**src/crs_pkg.sv**
```systemverilog
`default_nettype none
package crs_pkg;
  localparam int MaxGrid = 32;
  localparam int IdxW = $clog2(MaxGrid);
  localparam int AddrW = 2 * IdxW;
  localparam int Depth = MaxGrid * MaxGrid;
  localparam int CntW = AddrW + 1;
  localparam int AccW = 48;
  localparam int MulW = AccW + 17;

  typedef enum logic [3:0] {
    ST_IDLE, ST_CLEAR, ST_WRITE_RD, ST_WRITE_WB, ST_SPLIT, ST_FETCH,
    ST_COEF, ST_HORNER, ST_HALF, ST_DONE
  } state_e;

  typedef enum logic [0:0] {
    MODE_WRITE = 1'b0,
    MODE_EVAL  = 1'b1
  } mode_e;

  typedef struct packed {
    logic              start;
    logic signed [AccW-1:0] p0, p1, p2, p3;
    logic [16:0]       t;
  } cub_req_t;

  function automatic logic [IdxW-1:0] clamp_idx(input logic signed [IdxW+1:0] x,
                                                input logic [IdxW:0] n);
    logic signed [IdxW+1:0] hi;
    hi = $signed({1'b0, n}) - (IdxW+2)'(1);
    if (x < 0) return '0;
    if (x > hi) return hi[IdxW-1:0];
    return x[IdxW-1:0];
  endfunction
endpackage
`default_nettype wire

```
**src/crs_cubic.sv**
```systemverilog
`default_nettype none
// Catmull-Rom cubic via shared multiplier, one Horner step per cycle.
module crs_cubic import crs_pkg::*; (
  input  wire logic              clk_i,
  input  wire logic              rst_ni,
  input  wire cub_req_t          req_i,
  output logic                   done_o,
  output logic signed [AccW-1:0] res_o
);
  logic signed [AccW-1:0] h_q, h_d, a_q, b_q, p1_q;
  logic [16:0] t_q;
  logic [2:0] step_q, step_d;
  logic signed [MulW-1:0] prod;
  logic signed [MulW-1:0] rnd;
  logic signed [AccW-1:0] sh;
  logic signed [AccW:0] fin;

  assign prod = h_q * $signed({1'b0, t_q});
  assign rnd  = prod + MulW'(32768);
  assign sh   = AccW'(rnd >>> 16);
  assign fin  = ({h_q[AccW-1], h_q} + 1) >>> 1;

  always_comb begin
    h_d = h_q;
    step_d = step_q;
    unique case (step_q)
      3'd1: begin h_d = b_q + sh; step_d = 3'd2; end
      3'd2: begin h_d = a_q + sh; step_d = 3'd3; end
      3'd3: begin h_d = (p1_q <<< 1) + sh; step_d = 3'd4; end
      3'd4: step_d = 3'd0;
      default: step_d = 3'd0;
    endcase
    if (req_i.start) begin
      h_d = -req_i.p0 + 3 * req_i.p1 - 3 * req_i.p2 + req_i.p3;
      step_d = 3'd1;
    end
  end

  always_ff @(posedge clk_i or negedge rst_ni) begin
    if (!rst_ni) step_q <= '0;
    else step_q <= step_d;
  end

  always_ff @(posedge clk_i) begin
    h_q <= h_d;
    if (req_i.start) begin
      a_q  <= req_i.p2 - req_i.p0;
      b_q  <= 2 * req_i.p0 - 5 * req_i.p1 + 4 * req_i.p2 - req_i.p3;
      p1_q <= req_i.p1;
      t_q  <= req_i.t;
    end
  end

  assign done_o = (step_q == 3'd4);
  assign res_o  = fin[AccW-1:0];
endmodule
`default_nettype wire

```
**config.mk**
```make
export PLATFORM = sky130hd
export DESIGN_NAME = crs_cubic
export DESIGN_NICKNAME = d
export VERILOG_FILES = /design/src/crs_pkg.sv /design/src/crs_cubic.sv
export SDC_FILE = /design/constraint.sdc
export NUM_CORES = 2
export LEC_CHECK = 0
export BUFFER_PORTS_ARGS = -buffer_cell sky130_fd_sc_hd__buf_4
export CAP_MARGIN = 20
export CORE_ASPECT_RATIO = 1.1
export CORE_MARGIN = 1.5
export CORE_UTILIZATION = 60
export CTS_BUF_LIST = sky130_fd_sc_hd__clkbuf_8
export DETAILED_ROUTE_END_ITERATION = 6
export GPL_TIMING_DRIVEN = 0
export PLACE_DENSITY = 0.84
export SKIP_LAST_GASP = 1
export SLEW_MARGIN = 20
export SYNTH_ARGS = -nofsm -noshare
export SYNTH_HDL_FRONTEND = slang
export SYNTH_SLANG_ARGS = --single-unit
```
**constraint.sdc**
```tcl
create_clock -name clk_i -period 28.9 [get_ports clk_i]
set_clock_uncertainty 0.15 [all_clocks]
set_input_delay 5.78 -clock clk_i [delete_from_list [all_inputs] [get_ports clk_i]]
set_output_delay 5.78 -clock clk_i [all_outputs]
set_load 0.03 [all_outputs]
```
==> flow_summary.toml <==
[timing]
finalCritPeriodShare = 0.414
max_slew.worst_pin.slew_ns = 1.33
setup_violations = 0
layout_min_cycle_time_ns = 11.97
max_freq_mhz = 83.5
timing.slew.headroom = 0.114
timing_max_transition_violations_final = 0
unrepaired_setup_endpoints_after_global_routing = "false"
timing_hold_violations_final = 0
setup_tns_ns = 0

[global_route]
globalRouteOverflowTotal = 0
antenna_violations_before_repair = 11
grt_first_pass_wirelength_um = 272000
via_count_of_the_first_global_routing_pass = 48900
maximum_number_of_pins_on_one_net_before_global_route_repair = 101
grt_util_all_layers = 0.358

[floorplanning]
die_area_um2 = 99800
std_cell_core_area_um2 = 97100
core.rowCount = 120
initial_utilization = 0.605
count_of_boundary_i_o_pins = 261
die_height_um = 331
die_w_um = 301

[detailed_routing]
detailedRoute.firstPassIterationCount = 5
detail_route.vias_per_cell = 5.82
ant_nets = 0
avgRoutedWirePerCell_um = 21.9
via_count = 46400
initialDrtViolationCount = 3917
total_wire_length_um = 175000
drc = 0

[placed_design]
hpwl_after_detailed_placement_um = 148000
port_buffers = 260
placed_area_um2 = 62400
dpl.cell_count = 7879
globalplace.congestion = 0.991

[run]
max_cap_violations = 0

[yosys]
asyncSetResetFlopFracSynth = 0.0142
synth-seq-cells = 211
yosys_warnings = 0
number_of_distinct_library_cells_after_synthesis = 88
synth_top_flop_cell = "edfxtp_1"
synth_edf_count = 208
syn-num-nets = 8240
synth_area_um2 = 58800
postSynthCellCount = 6335
syn_avg_cell_area_um2 = 9.28
synth_sequential_area_ratio = 0.108

[worst_setup_path]
critical_path.endpoint_type = "flip-flop"
cell_at_the_slowest_stage_of_the_critical_path = "clkbuf_1"
critical_path.reg2reg.endpoint = "h_q[40]$_DFFE_PP_"
worstPathMaxFanout = 10
reg2reg_from = "t_q[8]$_DFFE_PP_"
worstSetupPathType = "flip-flop to flip-flop"
timing.critical_path.from_type = "flip-flop"
critPathRequiredTime_ns = 29.13
cpPeakStageDelay_ns = 0.77
worst_setup_slack_for_register_to_register_paths_ns = 16.93
crit_arrival_ns = 12.20
worst_path_most_repeated_cell = "fa_1"
r2r.worst_path.cells = 35

[cts]
post_cts_resize_count = 0
max-clock-path-buffers = 3
cts_num_sinks = 211
clkSlewWorstSetupHoldPaths_ns = 0.06
cts_buffers = 43
tritoncts_clock_tree = "built"
cts_root_buf = "clkbuf_8"
cts_post_setup_buffers_inserted = 0
post_cts_hold_buffer_count = 0
h_tree_level_count = 2
clock_insertion_delay_worst_skew_ns = 0.67

[cells_and_area]
final_nets = 8548
area_delta_synth_final_pct = 7.72
fillers = 7743
post_route_cells_drive_above_1_share = 0.0625
final_core_util = 0.652
final_instance_area_um2 = 63300
layout.cells.non_filler = 7966

[hold_path]
hold_depth = 1
min-delay-path-class = "flip-flop to flip-flop"
whs_endpoint = "step_q[1]$_DFF_PN0_"
hp-start = "step_q[2]$_DFF_PN0_"

[outcome]
status = "complete, no violations"
-- registers in the layout, indices dropped and copies added (netlist names) --
name    flops
b_q        48
h_q        48
step_q      3
a_q        48
t_q        17
p1_q       47
-- final cells by class --
cell class              instances  area [µm²]  area share
repair buffers                263        2010      0.0318
clock buffers                  43         592     0.00935
inverters                    1381        5180      0.0819
flip-flops and latches        211        6320      0.0999
clock inverters                35         289     0.00457
diodes                          9        22.5    0.000356
plain buffers                 243         916      0.0145
multi-input cells            4500       46400       0.732
well taps                    1281        1600      0.0253
-- synthesized netlist by cell type (all sizes together) (33+ instances only) --
cell type / instances / share of area
fa: 1072 / 0.37
nand2: 508 / 0.032
inv: 1381 / 0.088
clkbuf: 238 / 0.015
ha: 621 / 0.13
and2: 506 / 0.054
xnor2: 217 / 0.032
o21a: 54 / 0.0069
edfxtp: 208 / 0.11
and3: 37 / 0.0040
nor3: 46 / 0.0041
o21bai: 33 / 0.0042
o21ai: 159 / 0.014
xor2: 91 / 0.014
nor2: 202 / 0.013
mux2: 52 / 0.010
nand3: 66 / 0.0056
nor2b: 33 / 0.0035
a21o: 157 / 0.020
a21oi: 256 / 0.022
a211oi: 58 / 0.0075
nand4: 38 / 0.0040
-- cells in the final DEF (no fill, tap or decap), drive strengths merged, types with 52 or more instances in the layout --
cell	netlist	final
fa	1072	1072
a21o	157	157
ha	621	621
nand3	66	66
xnor2	217	217
nand2	508	508
edfxtp	208	208
o21a	54	54
and2	506	506
inv	1381	1387
nor2	202	202
clkbuf	238	281
a211oi	58	58
buf	5	268
a21oi	256	256
xor2	91	91
o21ai	159	159
mux2	52	52
-- cell families after synthesis --
logic type / synth area share
muxes: 0.0124
xor gates and xnor gates: 0.0459
AOI/OAI and AO/OA: 0.101
DFF: 0.108
adders and majority gates: 0.497
buffers and inverters: 0.104
and+or+nand+nor: 0.132
-- worst max-delay path by stage --
stage                         to        startpoint  slack [ns]  depth (start not counted)
4_1_cts        h_q[46]$_DFFE_PP_  t_q[8]$_DFFE_PP_       17.13                         35
6_report       h_q[40]$_DFFE_PP_  t_q[8]$_DFFE_PP_       16.93                         35
3_3_place_gp    h_q[0]$_DFFE_PP_        req_i[209]       16.90                          5
2_1_floorplan  h_q[44]$_DFFE_PP_         req_i[67]       18.12                         19
3_5_place_dp   h_q[44]$_DFFE_PP_         req_i[68]       16.92                         20
5_1_grt        h_q[47]$_DFFE_PP_  t_q[8]$_DFFE_PP_       16.49                         37
-- routing by layer --
| metal | vias to the layer above | wire [µm] | global-route usage |
|---|---|---|---|
| li1 | 20600 | - | - |
| met1 | 22800 | 65800 | 0.460 |
| met2 | 2409 | 80900 | 0.571 |
| met3 | 545 | 16000 | 0.0638 |
| met4 | 4 | 11900 | 0.202 |
| met5 | - | 25 | 0 |
-- through the flow --
step / worst slack [ns] / hold slack, ns
after floorplan: 18.12 / 0.322
after global placement: 16.90 / 0.336
after detailed placement: 16.92 / 0.440
after CTS: 17.13 / 0.433
after global routing: 16.49 / 0.501
final: 16.93 / 0.449
-- critical path: cells and delay by family (launching register included) --
family	cells	cell delay, ns
AOI/OAI and AO/OA	11	3.75
xor gates and xnor gates	2	0.42
adders and majority gates	8	3.42
buffers and inverters	7	1.94
DFF	1	0.41
muxes	2	0.49
and+or+nand+nor	5	1.10
Power is not shown: default switching activity piles up to over one toggle a cycle in this logic, so the estimate is an artifact.
